**src/mrq_pkg.sv**
```systemverilog
// ============================================================================
// mrq_pkg: shared types and codes for the multi-ring queue engine
// Holds the request and result item layouts, the configuration bundle, the
// operation and status codes and the register map of the configuration port.
// ============================================================================
package mrq_pkg;

    // Operations carried in the cmd field.
    localparam logic [1:0] CMD_ENQUEUE = 2'd0;
    localparam logic [1:0] CMD_DEQUEUE = 2'd1;
    localparam logic [1:0] CMD_PEEK    = 2'd2;
    localparam logic [1:0] CMD_CLEAR   = 2'd3;

    // Result status codes.
    localparam logic [1:0] STS_OK        = 2'd0;
    localparam logic [1:0] STS_INVALID   = 2'd1;
    localparam logic [1:0] STS_OVERFLOW  = 2'd2;
    localparam logic [1:0] STS_UNDERFLOW = 2'd3;

    // Configuration register map, one 32-bit word per register.
    localparam int         CFG_ADDR_W    = 4;
    localparam logic [1:0] REG_CAPACITY  = 2'd0;
    localparam logic [1:0] REG_ENABLE    = 2'd1;
    localparam logic [1:0] REG_OVERWRITE = 2'd2;

    localparam logic [6:0] CAPACITY_RESET = 7'd64;

    typedef struct packed {
        logic [1:0]  cmd;
        logic [3:0]  queue_id;
        logic [31:0] data_in;
    } req_t;

    typedef struct packed {
        logic [1:0]  status;
        logic [31:0] data_out;
        logic [6:0]  count;
        logic [6:0]  free_space;
    } rsp_t;

    // Configuration as seen by the datapath, plus the one-cycle pulse of
    // enable bits that the current write takes from clear to set.
    typedef struct packed {
        logic [6:0] capacity;
        logic [7:0] enabled;
        logic [7:0] overwrite;
        logic [7:0] enable_rise;
    } cfg_t;

endpackage

```
**src/mrq_ptr_table.sv**
```systemverilog
// ============================================================================
// mrq_ptr_table: per-queue pointer memory
// Synchronous memory of {head, tail, count} per queue with a valid bit per
// entry; an entry that is not valid reads as zero (a fresh queue).
// ============================================================================
module mrq_ptr_table
    import mrq_pkg::*;
#(
    parameter int NUM_QUEUES = 8,
    parameter int ENTRY_W    = 19,
    parameter int QW         = 3
) (
    input  logic               aclk,
    input  logic               aresetn,
    input  logic               rd_en,
    input  logic [QW-1:0]      rd_addr,
    output logic [ENTRY_W-1:0] rd_data,
    input  logic               wr_en,
    input  logic [QW-1:0]      wr_addr,
    input  logic [ENTRY_W-1:0] wr_data,
    input  logic [7:0]         clr_mask
);

    localparam int NQ_EXT = (NUM_QUEUES > 8) ? NUM_QUEUES : 8;

    logic [ENTRY_W-1:0]    mem [NUM_QUEUES];
    logic [NUM_QUEUES-1:0] vld_reg;
    logic [ENTRY_W-1:0]    rd_data_reg;
    logic                  rd_vld_reg;
    logic [NQ_EXT-1:0]     clr_ext;

    assign clr_ext = NQ_EXT'(clr_mask);

    always_ff @(posedge aclk) begin
        if (wr_en) begin
            mem[wr_addr] <= wr_data;
        end
        if (rd_en) begin
            rd_data_reg <= mem[rd_addr];
        end
    end

    always_ff @(posedge aclk) begin
        if (!aresetn) begin
            vld_reg    <= '0;
            rd_vld_reg <= 1'b0;
        end else begin
            for (int q = 0; q < NUM_QUEUES; q++) begin
                if (clr_ext[q]) begin
                    vld_reg[q] <= 1'b0;
                end else if (wr_en && wr_addr == QW'(q)) begin
                    vld_reg[q] <= 1'b1;
                end
            end
            if (rd_en) begin
                rd_vld_reg <= vld_reg[rd_addr];
            end
        end
    end

    assign rd_data = rd_vld_reg ? rd_data_reg : '0;

endmodule

```
**config.mk**
```make
export PLATFORM = sky130hd
export DESIGN_NAME = mrq_ptr_table
export DESIGN_NICKNAME = d
export VERILOG_FILES = /design/src/mrq_pkg.sv /design/src/mrq_ptr_table.sv
export SDC_FILE = /design/constraint.sdc
export NUM_CORES = 1
export LEC_CHECK = 0
export BUFFER_PORTS_ARGS = -buffer_cell sky130_fd_sc_hd__buf_4
export CORE_UTILIZATION = 50
export CTS_CLUSTER_SIZE = 10
export DETAILED_ROUTE_END_ITERATION = 6
export PLACE_DENSITY = 0.78
export SLEW_MARGIN = 20
export SYNTH_ARGS = -nofsm -noshare
export SYNTH_HDL_FRONTEND = slang
export SYNTH_SLANG_ARGS = --single-unit
```
**constraint.sdc**
```tcl
create_clock -name aclk -period 3.4 [get_ports aclk]
set_clock_uncertainty 0.15 [all_clocks]
set_input_delay 0.34 -clock aclk [delete_from_list [all_inputs] [get_ports aclk]]
set_output_delay 0.34 -clock aclk [all_outputs]
set_load 0.005 [all_outputs]
```
==> summary.txt <==
Critical path
  – Worst Reg-to-Reg Cells: 2
  – CP Capture Type: primary output
  – Worst R2R End: rd_data_reg[13]
  – Critical path, cell by cell: and2_1, buf_4
  – Reg2reg start: mem[5][13]
  – Bufs and invs on worst path: 1
  – Setup CP Type: reg2out
  – Delay-heaviest family, CP: flip-flops
  – WP data arrival: 1690 ps
  – Crit-path max cell delay: 860 ps
  – CP max stage cell: dfxtp_1
  – Worst setup SP type: flop
  – CP required: 2910 ps
  – Crit Path Max Fanout: 20
  – Flop2flop setup slack: 1820 ps

Final layout
  – Layout fillers: 878
  – Antenna diode count: 0
  – Reg area: 5315 µm²
  – Commonest non-fill, non-tap cell in the layout: edfxtp_1
  – Layout cells sized above 1: 30.39%
  – Fin nets: 432
  – Final core utilization: 63.70%
  – Multi-input gate area: 1589 µm²
  – Commonest cells after routing, fill and taps aside: edfxtp_1, buf_4, mux4_1
  – Largest register FFs: 152
  – Layout area overhead: 22.65%

STA
  – Hold Fails Final Rpt: 0
  – Hold WS: 32.65 ps
  – Final worst path period share: 64.02%
  – Tmin final: 2177 ps
  – Worst-margin pin slew: 825.1 ps
  – RSZ-0062 raised after global routing: no
  – Slew Limit Fails: 0
  – Fmax: 0.4594 GHz
  – Final Setup Violations: 0
  – Final WS setup: 1223 ps
  – Relative slew slack: 44.92%
  – Setup TNS: 0 ps

Synthesis
  – Ys Warns: 0
  – Sequential share of the synthesized area: 76.38%
  – Seq cells post-synth: 180
  – Synth unique cells: 22
  – Ranking of synthesized cells by area: edfxtp_1, mux4_1, mux2_2
  – Synthesized area: 6959 µm²
  – Syn avg cell area: 23.04 µm²
  – Post-Syn Nets: 339
  – Yosys top cell area share: 73.79%
  – Biggest area consumer among synthesized cells: edfxtp_1
  – Post-Syn Instances: 302

Route
  – Via count: 3306
  – Final WL: 12.97 mm
  – Remaining DRCs: 0
  – TritonRoute pass-1 iters: 6
  – Drt wl/cell: 22.22 µm
  – Detail Route Antenna Nets: 0
  – Drt via density: 5.661
  – Initial DRC Count: 257

Global route
  – Largest net degree at the start of global routing: 43
  – GRT Total Usage: 19.39%
  – Initial antenna violation count: 0
  – Vias in the first global route: 3486
  – First-pass GRT wire length: 19.47 mm
  – Global route total overflow: 0

Pwr
  – Worst VDD drop: 479.6 µV
  – Pleak: 3.029 nW
  – Pwr/cell area: 589.6 nW/µm²

Worst hold path
  – Worst hold path type: in2reg
  – Worst hold start: clr_mask[7]
  – WHS Endpoint: vld_reg[7]
  – Hold depth: 3

Die
  – Initial Util: 51.93%
  – Die Y: 120.0 µm
  – Die area: 14390 µm²
  – CORE AREA: 13400 µm²
  – Chip width: 120.0 µm
  – Row count: 42
  – IO Count: 56

Run status
  – Outcome: finished, final reports clean

Place
  – Setup WS pre-CTS: 1097 ps
  – PortBufs: 55
  – GP Congestion: 0.6763
  – Post-DP HPWL: 6.901 mm

Job
  – Maxcap violations: 0

Clocking
  – Max Root-Sink Buffers: 2
  – Clock root cell: clkbuf_16
  – Clock Sinks: 180
  – Reg clk slew, reported paths: 60 ps
  – CTS buffer count: 17
  – H-Tree Depth: 4
  – CTS tree: built
  – Worst skew pair latency: 420 ps
==> synthesized netlist by cell type, drive strengths merged <==
cell	number
inv	3
o21ai	1
o211a	3
nor4bb	2
nand2	2
mux2i	4
a21oi	1
mux2	19
clkbuf	6
and2	19
nor4b	1
edfxtp	171
nor3	1
buf	7
and4b	2
nor3b	6
dfxtp	9
nor2	6
mux4	39
==> routing by layer <==
| metal | vias to the layer above | GRT usage [%] | routed length [µm] |
|---|---|---|---|
| met5 | - | 0 | 0 |
| met4 | 0 | 5.391 | 112 |
| met3 | 10 | 5.513 | 605 |
| met2 | 106 | 33.08 | 6840 |
| met1 | 1726 | 24.24 | 5415 |
| li1 | 1464 | - | - |
==> cell type report <==
| type | instances | area share (%) |
|---|---|---|
| Tap cell | 176 | 2.580 |
| Sequential cell | 180 | 62.27 |
| Inverter | 3 | 0.1319 |
| Timing Repair Buffer | 87 | 8.355 |
| Clock inverter | 14 | 3.020 |
| Multi-Input combinational cell | 106 | 18.62 |
| Clock buffer | 18 | 5.028 |
==> worst min-delay path, cell delays in order <==
cell and delay [ps]:
buf_4 80, inv_1 30, o211a_1 110
==> power breakdown <==
group | total, mW | internal [mW] | switching, mW
sequential | 2.54 | 2.52 | 0.0221
clock | 2.23 | 1.45 | 0.781
combinational | 0.266 | 0.142 | 0.123
==> logic make-up (layout without fill, tap and decap cells) <==
kind of cell	count (synthesis)	after routing	share of synthesized area, %
multiplexers	62	62	18.00
AND/OR/NAND/NOR	39	39	3.560
AO/OA/AOI/OAI	5	5	0.5752
flip-flops	180	180	76.38
buffers and inverters	16	122	1.492
==> worst max path at each step <==
| stage | startpoint | endpoint | slack, ps | cells after the start |
|---|---|---|---|---|
| finish | rd_vld_reg | rd_data[10] | 1220 | 2 |
| global route | rd_vld_reg | rd_data[10] | 1120 | 2 |
| CTS | rd_vld_reg | rd_data[17] | 1190 | 2 |
| detailed placement | rd_addr[0] | rd_data_reg[2] | 1100 | 3 |
| global placement | rd_addr[0] | rd_data_reg[17] | 1150 | 3 |
| floorplan | wr_addr[0] | mem[0][0] | 290 | 1 |
==> per-stage QoR <==
step	cell area, µm²	power [mW]	instances
2_1_floorplan	6959	2.711	302
3_5_place_dp	7609	2.831	528
3_3_place_gp	7609	2.815	528
6_report	8536	5.033	584
4_1_cts	8536	5.073	584
5_1_grt	8536	5.182	584
==> repair_timing <==
item / 4_1_cts / 5_1_grt
setup endpoints to repair: 0 / 0
endpoints found under the hold margin: 157 / 0
resized for setup: 0 / 0
buffers inserted: 0 / 0
hold buffers: 24 / 0
Power figures use the tool's default switching activity.
