### src/mrq_pkg.sv
// ============================================================================
// mrq_pkg: shared types and codes for the multi-ring queue engine
// Holds the request and result item layouts, the configuration bundle, the
// operation and status codes and the register map of the configuration port.
// ============================================================================
package mrq_pkg;

    // Operations carried in the cmd field.
    localparam logic [1:0] CMD_ENQUEUE = 2'd0;
    localparam logic [1:0] CMD_DEQUEUE = 2'd1;
    localparam logic [1:0] CMD_PEEK    = 2'd2;
    localparam logic [1:0] CMD_CLEAR   = 2'd3;

    // Result status codes.
    localparam logic [1:0] STS_OK        = 2'd0;
    localparam logic [1:0] STS_INVALID   = 2'd1;
    localparam logic [1:0] STS_OVERFLOW  = 2'd2;
    localparam logic [1:0] STS_UNDERFLOW = 2'd3;

    // Configuration register map, one 32-bit word per register.
    localparam int         CFG_ADDR_W    = 4;
    localparam logic [1:0] REG_CAPACITY  = 2'd0;
    localparam logic [1:0] REG_ENABLE    = 2'd1;
    localparam logic [1:0] REG_OVERWRITE = 2'd2;

    localparam logic [6:0] CAPACITY_RESET = 7'd64;

    typedef struct packed {
        logic [1:0]  cmd;
        logic [3:0]  queue_id;
        logic [31:0] data_in;
    } req_t;

    typedef struct packed {
        logic [1:0]  status;
        logic [31:0] data_out;
        logic [6:0]  count;
        logic [6:0]  free_space;
    } rsp_t;

    // Configuration as seen by the datapath, plus the one-cycle pulse of
    // enable bits that the current write takes from clear to set.
    typedef struct packed {
        logic [6:0] capacity;
        logic [7:0] enabled;
        logic [7:0] overwrite;
        logic [7:0] enable_rise;
    } cfg_t;

endpackage

### src/mrq_regs.sv
// ============================================================================
// mrq_regs: configuration register file
// APB-style slave holding the capacity, enable and overwrite registers.
// ============================================================================
module mrq_regs
    import mrq_pkg::*;
(
    input  logic                  aclk,
    input  logic                  aresetn,
    input  logic                  psel,
    input  logic                  penable,
    input  logic                  pwrite,
    input  logic [CFG_ADDR_W-1:0] paddr,
    input  logic [31:0]           pwdata,
    output logic [31:0]           prdata,
    output logic                  pready,
    output cfg_t                  cfg
);

    logic [6:0] capacity_reg;
    logic [7:0] enabled_reg;
    logic [7:0] overwrite_reg;
    logic       wr_en;
    logic [1:0] reg_idx;

    assign pready  = 1'b1;
    assign reg_idx = paddr[3:2];
    assign wr_en   = psel && penable && pwrite && pready;

    always_ff @(posedge aclk) begin
        if (!aresetn) begin
            capacity_reg  <= CAPACITY_RESET;
            enabled_reg   <= '0;
            overwrite_reg <= '0;
        end else if (wr_en) begin
            case (reg_idx)
                REG_CAPACITY:  capacity_reg  <= pwdata[6:0];
                REG_ENABLE:    enabled_reg   <= pwdata[7:0];
                REG_OVERWRITE: overwrite_reg <= pwdata[7:0];
                default: ;
            endcase
        end
    end

    always_comb begin
        case (reg_idx)
            REG_CAPACITY:  prdata = {25'd0, capacity_reg};
            REG_ENABLE:    prdata = {24'd0, enabled_reg};
            REG_OVERWRITE: prdata = {24'd0, overwrite_reg};
            default:       prdata = '0;
        endcase
    end

    always_comb begin
        cfg.capacity    = capacity_reg;
        cfg.enabled     = enabled_reg;
        cfg.overwrite   = overwrite_reg;
        cfg.enable_rise = (wr_en && reg_idx == REG_ENABLE) ?
                          (pwdata[7:0] & ~enabled_reg) : 8'd0;
    end

endmodule

### config.mk
export PLATFORM = sky130hd
export DESIGN_NAME = mrq_regs
export DESIGN_NICKNAME = d
export VERILOG_FILES = /design/src/mrq_pkg.sv /design/src/mrq_regs.sv
export SDC_FILE = /design/constraint.sdc
export NUM_CORES = 1
export LEC_CHECK = 0
export ABC_AREA = 1
export BUFFER_PORTS_ARGS = -buffer_cell sky130_fd_sc_hd__clkbuf_2
export CAP_MARGIN = 20
export CORE_ASPECT_RATIO = 2
export CORE_MARGIN = 2
export CORE_UTILIZATION = 30
export CTS_BUF_LIST = sky130_fd_sc_hd__clkbuf_4
export DETAILED_ROUTE_END_ITERATION = 10
export MAX_ROUTING_LAYER = met4
export SYNTH_ARGS = -nofsm -noshare
export SYNTH_HDL_FRONTEND = slang
export SYNTH_SLANG_ARGS = --single-unit
### constraint.sdc
create_clock -name aclk -period 2.6 [get_ports aclk]
set_clock_uncertainty 0.15 [all_clocks]
set_input_delay 0.52 -clock aclk [delete_from_list [all_inputs] [get_ports aclk]]
set_output_delay 0.52 -clock aclk [all_outputs]
set_load 0.005 [all_outputs]
==> reports/metrics.sh <==
RUN_STATUS='complete, no violations'
TIMING.CRITICAL_PATH.SLOWEST_STAGE_CELL='inv_1'
NETS=294
LAYOUT.CORE_UTILIZATION=0.364
CTS_INSERTED_BUFFERS=3
COUNT_OF_BUFFERING_CELLS_ON_THE_CRITICAL_PATH_WITH_INVERTERS_INCLUDED=4
WIRELENGTH_MET1_MM=1.30
PRECTSSETUPSLACK_NS=0.522
P_PER_AREA_nW_PER_UM2=399
WORST_HOLD_PATH_TYPE='input port to flip-flop'
SHARE_OF_FINAL_LAYOUT_STANDARD_CELLS_STRONGER_THAN_DRIVE_STRENGTH_1=0.258
HIGHEST_SIGNAL_LAYER='met4'
DIE-AREA_UM2=5090
VIAS=1334
FIN_TOTAL_PWR_mW=0.630
DRT_PASS1_ITERATIONS=4
SYNTH.CELL_AREA_UM2=1350
MOSTFREQUENTLAYOUTCELL='clkbuf_2'
AREA_GROWTH_FROM_SYNTHESIS_TO_LAYOUT_PCT=16.8
FINAL.MIN_CLOCK_PERIOD_NS=2.10
TIMING.HOLD.WORST.START='pwdata[6]'
GRT_PASS1_VIAS=1190
GRT_ANTENNA_BEFORE_REPAIR=0
MAXIMUM_VDD_DROP_mV=0.211
SYNTH_CELLS=201
CTSROOTBUFFERMASTER='clkbuf_4'
SYNTH_WARNINGS=0
WORST-SETUP-PATH-TYPE='input port to primary output'
ANTENNA_LEFT=0
PATH_MAX_FANOUT=8
AVGSYNTHCELLAREA_UM2=6.73
SLEW_VIOL_FINAL=0
YS_SEQ_AREA_FRAC=0.340
H-TREE-DEPTH=1
CRITPATHREQUIREDTIME_NS=1.93
POST_SYNTHESIS_CELL_TYPE_COUNT=18
WL_PER_CELL_UM=11.5
FINAL-SETUP-VIOL-COUNT=0
SYNTH-ADDER-AREA-SHARE=0
R2R_CELLS=3
FINALSETUPTNS_NS=0
DRT_FIRST_ITER_VIOLATIONS=13
REG2REG_SLACK_NS=1.66
POST-ROUTE-DRC-COUNT=0
WORST_PATH_CELL_CHAIN='clkbuf_2, inv_2, nand2_1, inv_1, nand2_1, o211ai_1, clkbuf_2'
GR-TOTAL-OVERFLOW=0
GRT_START_MAX_NET_PINS=17
DPL.HPWL_MM=2.83
YOSYS-MUX-AREA-FRACTION=0
CTS_SINKS=23
FLOORPLAN.CORE_AREA_UM2=4340
ROUTED_WL_MM=3.51
SYNTH_XOR_AREA_FRAC=0
DR_WL_MET2_MM=1.90
GLOBALPLACE.CONGESTION=0.838
WORSTPATHARRIVAL_NS=1.43
FINAL_CELL_MIX='clkbuf_2 (53), nand2_1 (48), nor2_1 (36)'
DPL_CELL_AREA_UM2=1550
GRT_PASS1_WL_MM=5.41
CRIT-REG2REG-LAUNCH='enabled_reg[0]'
ROW_COUNT=34
MET3_LENGTH_UM=211
POST_CTS_HOLD_BUFFER_COUNT=0
DIE_H_UM=99.0
WORST_R2R_ENDPOINT='enabled_reg[0]'
GROUTE.USAGE.OVERALL=0.142
HOLD_END='capacity_reg[6]'
NUMPORTBUFFERS=53
CTS.PATH.MAX_BUFFERS=2
SYNTH_TOP_FAMILY_BY_AREA='simple AND/OR/NAND/NOR gates'
STDCELL_AREA_UM2=1580
DIE-WIDTH_UM=51.5
TIMING_HOLD_VIOLATIONS_FINAL=0
YOSYS_REGISTER_BITS=23
CTS.REPAIR.RESIZED=0
TIMING.HOLD.WS_NS=0.307
CRITPATHTOPFAMILY='buffers and inverters'
WORST_SETUP_PATH_START_KIND='input port'
CLKTRANSATPATHREGS_NS=0.14
CLOCK_LATENCY_NS=0.32
TIMING.HOLD.WORST_PATH_DEPTH=3
TOP_LEVEL_PORTS=105
LAYOUT_WORST_PATH_CYCLE_SHARE=0.808
TIMING.FINAL.WS_SETUP_NS=0.498
CTS_TREE='done'
FMAX_GHz=0.476
INITIAL_UTILIZATION=0.312
SETUP.WORST_PATH.START='paddr[2]'
SYNTH_SIMPLE_GATE_AREA_SHARE=0.300
NUM_ANTENNA_CELLS=0
CELLLEAKAGEPOWER_nW=0.804
WORST_SETUP_PATH_END_KIND='primary output'
MAXCAPVIOLATIONS=0
SYNTH-COMPOUND-AREA-SHARE=0.120
RSZ0062_AT_GRT='no'
POSTCTSSETUPBUFFERS=0
VIAS_PER_CELL=4.36
PLACED_CELLS_INCL_TAPS=302
FINAL-INSTANCE-COUNT-EXCL-FILL=306
WORST_PATH_LARGEST_CELL_DELAY_NS=0.27
==> how the worst max path moves through the flow <==
stage                endpoint  slack [ns]  depth (start not counted)
floorplan           prdata[7]        0.89                          4
global placement    prdata[4]        0.53                          7
detailed placement  prdata[0]        0.52                          7
CTS                 prdata[0]        0.52                          7
global route        prdata[1]        0.39                          7
finish              prdata[0]        0.50                          7
==> kinds of logic (layout without fill, tap and decap cells) <==
group / after synthesis / in the layout
AOI/OAI and AO/OA: 25 / 25
buffers and inverters: 53 / 81
DFF: 23 / 23
other: 2 / 25
and+or+nand+nor: 98 / 98
==> where the power goes <==
| part | total [mW] | internal (mW) | switching [mW] | leakage (nW) |
|---|---|---|---|---|
| clock network | 0.176 | 0.0576 | 0.119 | 0.0177 |
| registers | 0.365 | 0.359 | 0.00547 | 0.186 |
| logic | 0.0897 | 0.0296 | 0.0601 | 0.600 |
| total | 0.630 | 0.446 | 0.184 | 0.804 |
==> cells in the mapped netlist <==
cell / count / area (um^2)
buf_2: 1 / 5.00
nor2_4: 2 / 22.5
a21oi_1: 8 / 40.0
inv_2: 1 / 3.75
clkbuf_1: 1 / 3.75
nand3_2: 1 / 10.0
nor2_1: 36 / 135
dfxtp_1: 23 / 460
nand3_1: 9 / 45.0
nand2_1: 48 / 180
o211ai_1: 7 / 52.6
buf_6: 2 / 22.5
o21ai_0: 2 / 10.0
conb_1: 2 / 7.51
nor2_2: 2 / 12.5
buf_4: 27 / 203
o21bai_1: 8 / 60.1
inv_1: 21 / 78.8
==> worst min-delay path: stages <==
cell,delay (ns)
clkbuf_2,0.11
nand2_1,0.06
nand3_1,0.07
==> routing by layer <==
metal  global-route usage  vias to the layer above
met2                0.249                       64
li1                     -                      668
met1                0.147                      594
met3               0.0152                        8
met5                    -                        -
met4               0.0830                        0
==> final cells by class <==
type,instances,area [um^2]
sequential,23,460
tap,54,67.6
inverter,22,82.6
clock buffer,3,22.5
clock inverter,1,5.00
multi-input combinational,148,662
fill,506,2760
timing repair buffer,55,280
Note: power is estimated with default switching activity, not from simulation.
